File: src/rtl/swa_pkg.sv
// ----------------------------------------------------------------------------
// swa_pkg: shared types and constants for the sliding window average
// Controller states, command and status bundles, register map.
// ----------------------------------------------------------------------------
`timescale 1ns / 1ps
`default_nettype none

package swa_pkg;

  localparam int WL_W       = 7;
  localparam int CFG_ADDR_W = 3;
  localparam int CFG_DATA_W = 32;

  localparam logic [WL_W-1:0] WL_RESET = 7'd3;

  typedef enum logic {
    REG_WINDOW_LENGTH = 1'b0,
    REG_UNUSED        = 1'b1
  } reg_idx_t;

  typedef enum logic [1:0] {
    ST_IDLE,
    ST_UPDATE,
    ST_DIVIDE,
    ST_DELIVER
  } swa_state_t;

  typedef struct packed {
    logic accept;
    logic update;
    logic div_start;
    logic out_load;
  } swa_cmd_t;

  typedef struct packed {
    logic produce;
    logic div_done;
    logic out_free;
  } swa_sts_t;

endpackage

`default_nettype wire

File: src/rtl/swa_ram.sv
// ----------------------------------------------------------------------------
// swa_ram: generic single-write, single-read RAM
// One write port and one read port with registered read data.
// ----------------------------------------------------------------------------
`timescale 1ns / 1ps
`default_nettype none

module swa_ram #(
  parameter int WIDTH = 16,
  parameter int DEPTH = 64
) (
  input  wire logic                     clk,
  input  wire logic                     we,
  input  wire logic [$clog2(DEPTH)-1:0] waddr,
  input  wire logic [WIDTH-1:0]         wdata,
  input  wire logic                     re,
  input  wire logic [$clog2(DEPTH)-1:0] raddr,
  output      logic [WIDTH-1:0]         rdata
);

  logic [WIDTH-1:0] mem_r [DEPTH];

  always_ff @(posedge clk) begin
    if (we) begin
      mem_r[waddr] <= wdata;
    end
    if (re) begin
      rdata <= mem_r[raddr];
    end
  end

endmodule

`default_nettype wire

File: src/rtl/swa_div.sv
// ----------------------------------------------------------------------------
// swa_div: iterative signed-by-unsigned divider
// Restoring division, one quotient bit per cycle, truncates toward zero.
// ----------------------------------------------------------------------------
`timescale 1ns / 1ps
`default_nettype none

module swa_div #(
  parameter int SUM_W = 22,
  parameter int DIV_W = 7,
  parameter int Q_W   = 16
) (
  input  wire logic             clk,
  input  wire logic             rst_n,
  input  wire logic             start,
  input  wire logic [SUM_W-1:0] dividend,
  input  wire logic [DIV_W-1:0] divisor,
  output      logic             done,
  output      logic [Q_W-1:0]   quotient
);

  localparam int STEP_W = $clog2(SUM_W + 1);

  logic              busy_r, busy_nxt;
  logic              done_r, done_nxt;
  logic [STEP_W-1:0] cnt_r, cnt_nxt;
  logic [SUM_W-1:0]  quo_r, quo_nxt;
  logic [DIV_W-1:0]  rem_r, rem_nxt;
  logic [DIV_W-1:0]  den_r, den_nxt;
  logic              neg_r, neg_nxt;

  logic [SUM_W-1:0]  mag;
  logic [DIV_W:0]    shifted;
  logic [DIV_W+1:0]  diff;
  logic [SUM_W-1:0]  signed_quo;

  assign mag     = dividend[SUM_W-1] ? SUM_W'(-dividend) : dividend;
  assign shifted = {rem_r, quo_r[SUM_W-1]};
  assign diff    = {1'b0, shifted} - {2'b00, den_r};

  always_comb begin
    busy_nxt = busy_r;
    done_nxt = 1'b0;
    cnt_nxt  = cnt_r;
    quo_nxt  = quo_r;
    rem_nxt  = rem_r;
    den_nxt  = den_r;
    neg_nxt  = neg_r;
    if (start) begin
      busy_nxt = 1'b1;
      cnt_nxt  = STEP_W'(SUM_W);
      quo_nxt  = mag;
      rem_nxt  = '0;
      den_nxt  = divisor;
      neg_nxt  = dividend[SUM_W-1];
    end else if (busy_r) begin
      if (diff[DIV_W+1]) begin
        rem_nxt = shifted[DIV_W-1:0];
        quo_nxt = {quo_r[SUM_W-2:0], 1'b0};
      end else begin
        rem_nxt = diff[DIV_W-1:0];
        quo_nxt = {quo_r[SUM_W-2:0], 1'b1};
      end
      cnt_nxt = cnt_r - STEP_W'(1);
      if (cnt_r == STEP_W'(1)) begin
        busy_nxt = 1'b0;
        done_nxt = 1'b1;
      end
    end
  end

  always_ff @(posedge clk) begin
    if (!rst_n) begin
      busy_r <= 1'b0;
      done_r <= 1'b0;
    end else begin
      busy_r <= busy_nxt;
      done_r <= done_nxt;
    end
    cnt_r <= cnt_nxt;
    quo_r <= quo_nxt;
    rem_r <= rem_nxt;
    den_r <= den_nxt;
    neg_r <= neg_nxt;
  end

  assign signed_quo = neg_r ? SUM_W'(-quo_r) : quo_r;
  assign quotient   = signed_quo[Q_W-1:0];
  assign done       = done_r;

`ifndef SYNTHESIS
  a_rem_below_divisor: assert property (@(posedge clk) disable iff (!rst_n)
    busy_r |-> (rem_r < den_r))
    else $error("divider remainder not below divisor");
`endif

endmodule

`default_nettype wire

File: src/rtl/swa_datapath.sv
// ----------------------------------------------------------------------------
// swa_datapath: sample ring, running sum, divider and result register
// Holds the series state and the window length register.
// ----------------------------------------------------------------------------
`timescale 1ns / 1ps
`default_nettype none

module swa_datapath
  import swa_pkg::*;
#(
  parameter int MAX_WINDOW  = 64,
  parameter int SAMPLE_BITS = 16
) (
  input  wire logic                   clk,
  input  wire logic                   rst_n,
  input  wire swa_cmd_t               cmd,
  output      swa_sts_t               sts,
  input  wire logic [SAMPLE_BITS-1:0] in_sample,
  input  wire logic                   in_last_sample,
  input  wire logic                   cfg_we,
  input  wire logic [WL_W-1:0]        cfg_wdata,
  output      logic [WL_W-1:0]        window_length,
  output      logic                   out_valid,
  input  wire logic                   out_ready,
  output      logic [SAMPLE_BITS-1:0] out_average,
  output      logic                   out_series_end
);

  localparam int IDX_W = $clog2(MAX_WINDOW);
  localparam int CNT_W = $clog2(MAX_WINDOW + 1);
  localparam int SUM_W = SAMPLE_BITS + $clog2(MAX_WINDOW);
  localparam int EXT_W = SUM_W - SAMPLE_BITS;

  logic [WL_W-1:0]        wl_r, wl_nxt;
  logic [SAMPLE_BITS-1:0] sample_r, sample_nxt;
  logic                   last_r, last_nxt;
  logic [IDX_W-1:0]       pos_r, pos_nxt;
  logic [IDX_W-1:0]       ring_pos_r, ring_pos_nxt;
  logic [CNT_W-1:0]       seen_r, seen_nxt;
  logic [SUM_W-1:0]       sum_r, sum_nxt;
  logic [SAMPLE_BITS-1:0] avg_r, avg_nxt;
  logic                   end_r, end_nxt;
  logic                   valid_r, valid_nxt;

  logic [CNT_W-1:0]       w_eff;
  logic [IDX_W-1:0]       pos_sel;
  logic [CNT_W-1:0]       pos_inc;
  logic [SAMPLE_BITS-1:0] old_sample;
  logic [SUM_W-1:0]       old_ext;
  logic [SUM_W-1:0]       new_ext;
  logic [SUM_W-1:0]       sum_new;
  logic [CNT_W-1:0]       seen_new;
  logic                   div_done;
  logic [SAMPLE_BITS-1:0] quotient;

  always_comb begin
    if (wl_r == '0) begin
      w_eff = CNT_W'(1);
    end else if (32'(wl_r) > 32'(MAX_WINDOW)) begin
      w_eff = CNT_W'(MAX_WINDOW);
    end else begin
      w_eff = CNT_W'(wl_r);
    end
  end

  assign pos_sel  = (CNT_W'(ring_pos_r) >= w_eff) ? '0 : ring_pos_r;
  assign pos_inc  = CNT_W'(pos_r) + CNT_W'(1);
  assign old_ext  = (seen_r >= w_eff) ? {{EXT_W{old_sample[SAMPLE_BITS-1]}}, old_sample} : '0;
  assign new_ext  = {{EXT_W{sample_r[SAMPLE_BITS-1]}}, sample_r};
  assign sum_new  = sum_r - old_ext + new_ext;
  assign seen_new = (seen_r < w_eff) ? seen_r + CNT_W'(1) : seen_r;

  swa_ram #(
    .WIDTH (SAMPLE_BITS),
    .DEPTH (MAX_WINDOW)
  ) u_ring (
    .clk   (clk),
    .we    (cmd.update),
    .waddr (pos_r),
    .wdata (sample_r),
    .re    (cmd.accept),
    .raddr (pos_sel),
    .rdata (old_sample)
  );

  swa_div #(
    .SUM_W (SUM_W),
    .DIV_W (CNT_W),
    .Q_W   (SAMPLE_BITS)
  ) u_div (
    .clk      (clk),
    .rst_n    (rst_n),
    .start    (cmd.div_start),
    .dividend (sum_new),
    .divisor  (w_eff),
    .done     (div_done),
    .quotient (quotient)
  );

  always_comb begin
    wl_nxt       = wl_r;
    sample_nxt   = sample_r;
    last_nxt     = last_r;
    pos_nxt      = pos_r;
    ring_pos_nxt = ring_pos_r;
    seen_nxt     = seen_r;
    sum_nxt      = sum_r;
    avg_nxt      = avg_r;
    end_nxt      = end_r;
    valid_nxt    = valid_r & ~out_ready;

    if (cmd.accept) begin
      sample_nxt = in_sample;
      last_nxt   = in_last_sample;
      pos_nxt    = pos_sel;
    end

    if (cmd.update) begin
      if (last_r) begin
        ring_pos_nxt = '0;
        seen_nxt     = '0;
        sum_nxt      = '0;
      end else begin
        ring_pos_nxt = (pos_inc >= w_eff) ? '0 : pos_inc[IDX_W-1:0];
        seen_nxt     = seen_new;
        sum_nxt      = sum_new;
      end
    end

    if (cmd.out_load) begin
      avg_nxt   = quotient;
      end_nxt   = last_r;
      valid_nxt = 1'b1;
    end

    if (cfg_we) begin
      wl_nxt       = cfg_wdata;
      ring_pos_nxt = '0;
      seen_nxt     = '0;
      sum_nxt      = '0;
    end
  end

  always_ff @(posedge clk) begin
    if (!rst_n) begin
      wl_r       <= WL_RESET;
      ring_pos_r <= '0;
      seen_r     <= '0;
      sum_r      <= '0;
      valid_r    <= 1'b0;
    end else begin
      wl_r       <= wl_nxt;
      ring_pos_r <= ring_pos_nxt;
      seen_r     <= seen_nxt;
      sum_r      <= sum_nxt;
      valid_r    <= valid_nxt;
    end
    sample_r <= sample_nxt;
    last_r   <= last_nxt;
    pos_r    <= pos_nxt;
    avg_r    <= avg_nxt;
    end_r    <= end_nxt;
  end

  assign sts.produce  = seen_new >= w_eff;
  assign sts.div_done = div_done;
  assign sts.out_free = ~valid_r | out_ready;

  assign window_length  = wl_r;
  assign out_valid      = valid_r;
  assign out_average    = avg_r;
  assign out_series_end = end_r;

`ifndef SYNTHESIS
  a_seen_bounded: assert property (@(posedge clk) disable iff (!rst_n)
    seen_r <= w_eff)
    else $error("sample count exceeds window length");

  a_cfg_restarts: assert property (@(posedge clk) disable iff (!rst_n)
    cfg_we |=> (seen_r == '0 && sum_r == '0))
    else $error("window length write did not restart the series");
`endif

endmodule

`default_nettype wire

File: src/rtl/swa_ctrl.sv
// ----------------------------------------------------------------------------
// swa_ctrl: sequencing for the sliding window average
// Steps one sample through ring update, division and result hand-off.
// ----------------------------------------------------------------------------
`timescale 1ns / 1ps
`default_nettype none

module swa_ctrl
  import swa_pkg::*;
(
  input  wire logic     clk,
  input  wire logic     rst_n,
  input  wire logic     in_valid,
  output      logic     in_ready,
  input  wire swa_sts_t sts,
  output      swa_cmd_t cmd
);

  swa_state_t state_r, state_nxt;

  always_comb begin
    state_nxt = state_r;
    unique case (state_r)
      ST_IDLE: begin
        if (in_valid) begin
          state_nxt = ST_UPDATE;
        end
      end
      ST_UPDATE: begin
        state_nxt = sts.produce ? ST_DIVIDE : ST_IDLE;
      end
      ST_DIVIDE: begin
        if (sts.div_done) begin
          state_nxt = ST_DELIVER;
        end
      end
      ST_DELIVER: begin
        if (sts.out_free) begin
          state_nxt = ST_IDLE;
        end
      end
      default: state_nxt = ST_IDLE;
    endcase
  end

  always_comb begin
    in_ready      = 1'b0;
    cmd.accept    = 1'b0;
    cmd.update    = 1'b0;
    cmd.div_start = 1'b0;
    cmd.out_load  = 1'b0;
    unique case (state_r)
      ST_IDLE: begin
        in_ready   = 1'b1;
        cmd.accept = in_valid;
      end
      ST_UPDATE: begin
        cmd.update    = 1'b1;
        cmd.div_start = sts.produce;
      end
      ST_DIVIDE: begin
      end
      ST_DELIVER: begin
        cmd.out_load = sts.out_free;
      end
      default: begin
      end
    endcase
  end

  always_ff @(posedge clk) begin
    if (!rst_n) begin
      state_r <= ST_IDLE;
    end else begin
      state_r <= state_nxt;
    end
  end

`ifndef SYNTHESIS
  a_accept_to_update: assert property (@(posedge clk) disable iff (!rst_n)
    (state_r == ST_IDLE && in_valid) |=> (state_r == ST_UPDATE))
    else $error("accepted transfer not followed by update");

  a_done_in_divide: assert property (@(posedge clk) disable iff (!rst_n)
    sts.div_done |-> (state_r == ST_DIVIDE))
    else $error("divider finished outside divide state");
`endif

endmodule

`default_nettype wire

File: src/rtl/sliding_window_average.sv
// ----------------------------------------------------------------------------
// sliding_window_average: simple moving average over a configurable window
//
// Input channel (in_valid/in_ready): one signed sample per transfer, with
// in_last_sample marking the final sample of a series. Output channel
// (out_valid/out_ready): one average per sample once the window is full,
// truncated toward zero, with out_series_end copied from in_last_sample.
// A last sample clears the series after its own result, if any.
// Configuration: APB write of window_length at address 0 restarts the series;
// zero acts as one and values above MAX_WINDOW saturate. Reset value is 3.
// A sample with no result passes the accept and update states; a sample with
// a result then waits on the divider (one quotient bit per cycle) and delivery.
// One sample is in flight at a time; after a sample with a result the next
// transfer can be taken in the cycle after the result is loaded.
// Reset clears the series and the output valid flag; the sample ring needs no
// clearing. A stalled receiver holds the result in the output register; the
// next sample is still taken and waits only when its own result is ready.
// ----------------------------------------------------------------------------
`timescale 1ns / 1ps
`default_nettype none

module sliding_window_average
  import swa_pkg::*;
#(
  parameter int MAX_WINDOW  = 64,
  parameter int SAMPLE_BITS = 16
) (
  input  wire logic                   clk,
  input  wire logic                   rst_n,
  input  wire logic                   in_valid,
  output      logic                   in_ready,
  input  wire logic [SAMPLE_BITS-1:0] in_sample,
  input  wire logic                   in_last_sample,
  output      logic                   out_valid,
  input  wire logic                   out_ready,
  output      logic [SAMPLE_BITS-1:0] out_average,
  output      logic                   out_series_end,
  input  wire logic                   cfg_psel,
  input  wire logic                   cfg_penable,
  input  wire logic                   cfg_pwrite,
  input  wire logic [CFG_ADDR_W-1:0]  cfg_paddr,
  input  wire logic [CFG_DATA_W-1:0]  cfg_pwdata,
  output      logic [CFG_DATA_W-1:0]  cfg_prdata,
  output      logic                   cfg_pready
);

  swa_cmd_t         cmd;
  swa_sts_t         sts;
  logic             cfg_we;
  logic [WL_W-1:0]  window_length;
  reg_idx_t         reg_idx;

  assign reg_idx    = reg_idx_t'(cfg_paddr[2]);
  assign cfg_pready = 1'b1;
  assign cfg_we     = cfg_psel & cfg_penable & cfg_pwrite & cfg_pready
                      & (reg_idx == REG_WINDOW_LENGTH);

  always_comb begin
    unique case (reg_idx)
      REG_WINDOW_LENGTH: cfg_prdata = CFG_DATA_W'(window_length);
      REG_UNUSED:        cfg_prdata = '0;
      default:           cfg_prdata = '0;
    endcase
  end

  swa_ctrl u_ctrl (
    .clk      (clk),
    .rst_n    (rst_n),
    .in_valid (in_valid),
    .in_ready (in_ready),
    .sts      (sts),
    .cmd      (cmd)
  );

  swa_datapath #(
    .MAX_WINDOW  (MAX_WINDOW),
    .SAMPLE_BITS (SAMPLE_BITS)
  ) u_datapath (
    .clk            (clk),
    .rst_n          (rst_n),
    .cmd            (cmd),
    .sts            (sts),
    .in_sample      (in_sample),
    .in_last_sample (in_last_sample),
    .cfg_we         (cfg_we),
    .cfg_wdata      (cfg_pwdata[WL_W-1:0]),
    .window_length  (window_length),
    .out_valid      (out_valid),
    .out_ready      (out_ready),
    .out_average    (out_average),
    .out_series_end (out_series_end)
  );

endmodule

`default_nettype wire

File: config.mk
export PLATFORM = sky130hd
export DESIGN_NAME = sliding_window_average
export DESIGN_NICKNAME = d
export VERILOG_FILES = /design/src/rtl/swa_pkg.sv /design/src/rtl/swa_ram.sv /design/src/rtl/swa_div.sv /design/src/rtl/swa_datapath.sv /design/src/rtl/swa_ctrl.sv /design/src/rtl/sliding_window_average.sv
export SDC_FILE = /design/constraint.sdc
export NUM_CORES = 2
export LEC_CHECK = 0
export ABC_AREA = 1
export CAP_MARGIN = 10
export CORE_ASPECT_RATIO = 1.25
export CORE_MARGIN = 2
export CORE_UTILIZATION = 55
export CTS_CLUSTER_SIZE = 16
export DETAILED_ROUTE_END_ITERATION = 8
export DONT_BUFFER_PORTS = 1
export PLACE_DENSITY = 0.67
export RECOVER_POWER = 25
export SYNTH_ARGS = -nofsm -noshare
export SYNTH_HDL_FRONTEND = slang
export SYNTH_SLANG_ARGS = --single-unit
File: constraint.sdc
create_clock -name clk -period 4.9 [get_ports clk]
set_input_delay 0.245 -clock clk [delete_from_list [all_inputs] [get_ports clk]]
set_output_delay 0.245 -clock clk [all_outputs]
set_load 0.02 [all_outputs]
==> metrics.csv <==
metric,value,unit
ys_async_sr_fraction,0,
drt_pre_antenna_iters,8,
worstSetupStartpointType,flop,
hold_path.class,in2reg,
avgSynthCellArea,9.81,sq um
io_buffers,0,
vias,37743,
post_drt_wl_per_cell,19.7,um
grt_overflow_total,0,
syn_inst,5493,
die_w,284,um
postPlaceCellArea,56100,sq um
arrival,5.20,ns
die_area,101000,sq um
io_pins,111,
clockRootBuffer,clkbuf_16,
start_util,0.554,
slew_headroom,0.357,
layout_common_cells,"nand2_1, edfxtp_1, inv_1, nand3_1, buf_4",
crit_path_max_fanout,8,
finalCritPeriodShare,0.966,
gp_congestion,0.917,
fmax,211,MHz
grt_pass1_vias,36434,
fin_crit,4.74,ns
finalInstanceArea,60500,sq um
track_usage,0.271,
multi_input_area,14900,sq um
ys_ff_latch,1169,
layout.cells.non_filler,6989,
layout_commonest_cell,nand2_1,
antenna_found_initial,0,
peakVddDrop,0.000279,V
cts_tree,yes,
place_inst,6742,
setup_ws,0.164,ns
dieHeight,354,um
max-cap-violations,0,
h-tree-depth,3,
post-route-drc-count,0,
slew_violations,0,
worstPathRequired,5.36,ns
insertion_delay,0.71,ns
core.rowCount,128,
fillers,7703,
final_nets,5739,
ys.flop_type,edfxtp_1,
holdWs,0.0862,ns
final_layout_size_suffix_gt1_frac,0.0858,
core_area,97200,sq um
postRouteAntennaNets,0,
wl,138,mm
seq_area_frac_synth,0.641,
clk_pin_slew,0.06,ns
seq_area,34500,sq um
yosysWarnings,0,
numCtsBuffers,113,
antenna_cells,0,
final.setup_skew,0.0261,ns
area_growth,12.3,%
drt-initial-drc-count,3746,
cts.sinks,1169,
clockBufferDepth,3,
yosysUniqueCellTypes,45,
end_kind,flop,
grt_start_max_net_pins,136,
setup_viol,0,
vias_per_cell,5.40,
place_hpwl,79.0,mm
synth-edff-count,1110,
fin_util,0.622,
place_ws,-0.126,ns
power,24.2,mW
p_leak,25.7,nW
pwr_density_cell,400,nW/um^2
finalHoldViolCount,0,
grt_pass1_wl,209,mm
tns,0,ns
crit_type,reg2reg,
worst_slew_pin_slew,0.965,ns
status,"complete, no violations",
synth_area,53900,sq um
==> worst max-delay path, stage by stage (launching register included) <==
cell,delay (ns)
dfxtp_2,0.33
nor4_4,0.28
nand3_1,0.15
nand2_2,0.11
inv_4,0.06
nor2_4,0.09
inv_2,0.06
ha_4,0.16
a21o_1,0.22
nor2_4,0.16
nand3_4,0.13
buf_12,0.18
nand2_2,0.08
inv_1,0.08
buf_4,0.16
fa_1,0.48
inv_1,0.05
ha_1,0.30
buf_4,0.14
nand2_1,0.12
nor3_1,0.28
nand3_1,0.17
nand2_1,0.12
xor2_1,0.27
inv_1,0.12
nand4_1,0.11
nand2_1,0.05
==> layer usage <==
layer,share of wire,GRT usage,routed length [um],vias up
met2,0.50,0.473,69100,1422
met1,0.39,0.337,53100,18037
met4,0.042,0.119,5740,0
met3,0.072,0.0370,9960,290
li1,-,-,-,17994
met5,0,0,0,-
==> layout make-up <==
cell class / count / area share
sequential: 1169 / 0.570
multi-input combinational: 3102 / 0.247
inverter: 973 / 0.0606
clock buffer: 150 / 0.0511
timing repair buffer: 237 / 0.0358
tap: 1300 / 0.0269
clock inverter: 58 / 0.00850
==> cell usage after synthesis, drive strengths merged (19+ instances only) <==
| master | n | share of area |
|---|---|---|
| o21ai | 43 | 0.0040 |
| o211ai | 19 | 0.0026 |
| nor2 | 147 | 0.011 |
| clkbuf | 58 | 0.0040 |
| buf | 217 | 0.022 |
| edfxtp | 1110 | 0.62 |
| inv | 966 | 0.067 |
| ha | 62 | 0.014 |
| dfxtp | 59 | 0.022 |
| xor2 | 33 | 0.0054 |
| nand2 | 1657 | 0.12 |
| a21oi | 80 | 0.0077 |
| fa | 22 | 0.0082 |
| nand3 | 908 | 0.085 |
| nand4 | 38 | 0.0045 |
==> final timing paths <==
kind	from	endpoint	slack (ns)	cells after the start
worst max-delay path	u_datapath.window_length[5]$_SDFFE_PN0P_	u_datapath.u_div.quo_r[21]$_DFFE_PP_	0.16	26
worst min-delay path	cfg_psel	u_datapath.window_length[2]$_SDFFE_PN0P_	0.09	3
worst max register to register	u_datapath.window_length[5]$_SDFFE_PN0P_	u_datapath.u_div.quo_r[21]$_DFFE_PP_	0.16	26
worst min register to register	u_datapath.sum_r[14]$_SDFFE_PP0P_	u_datapath.sum_r[14]$_SDFFE_PP0P_	0.47	2
==> cells by family (layout without fill, tap and decap cells) <==
logic type      count (synthesis)  count (layout)  share of synthesized area
simple gates                 2789            2791                      0.220
buf+inv                      1248            1418                     0.0937
flops                        1169            1169                      0.641
compound gates                160             160                     0.0168
fa+ha+maj                      84              84                     0.0226
xor+xnor                       41              41                    0.00666
other cells                     2              26                   0.000139
==> state kept, by name, summed over array words and instances (netlist names), 5 cells and up, named ones only <==
| register | count |
|---|---|
| u_datapath.seen_r | 7 |
| u_datapath.out_average | 16 |
| u_datapath.u_div.quo_r | 22 |
| u_datapath.sum_r | 22 |
| u_datapath.window_length | 7 |
| u_datapath.u_div.den_r | 7 |
| u_datapath.u_div.rem_r | 7 |
| u_datapath.ring_pos_r | 6 |
| u_datapath.u_div.cnt_r | 5 |
| u_datapath.u_ring.mem_r | 1024 |
| u_datapath.pos_r | 6 |
| u_datapath.u_ring.rdata | 16 |
| u_datapath.sample_r | 16 |
==> power by group <==
group,switching (mW),total [mW],internal [mW]
registers,0.145,11.5,11.4
logic,2.77,4.11,1.35
clock network,3.71,8.54,4.83
total,6.63,24.2,17.5
==> timing repair <==
action | in CTS | in global routing
setup buffers | 1 | 5
gates resized for setup | 16 | 104
pin swaps | 3 | 33
hold buffers | 30 | 0
endpoints found under the setup margin | 20 | 52
cloned | 2 | 1
endpoints found under the hold margin | 31 | 0
No activity file was read; power rests on OpenSTA's default activity.
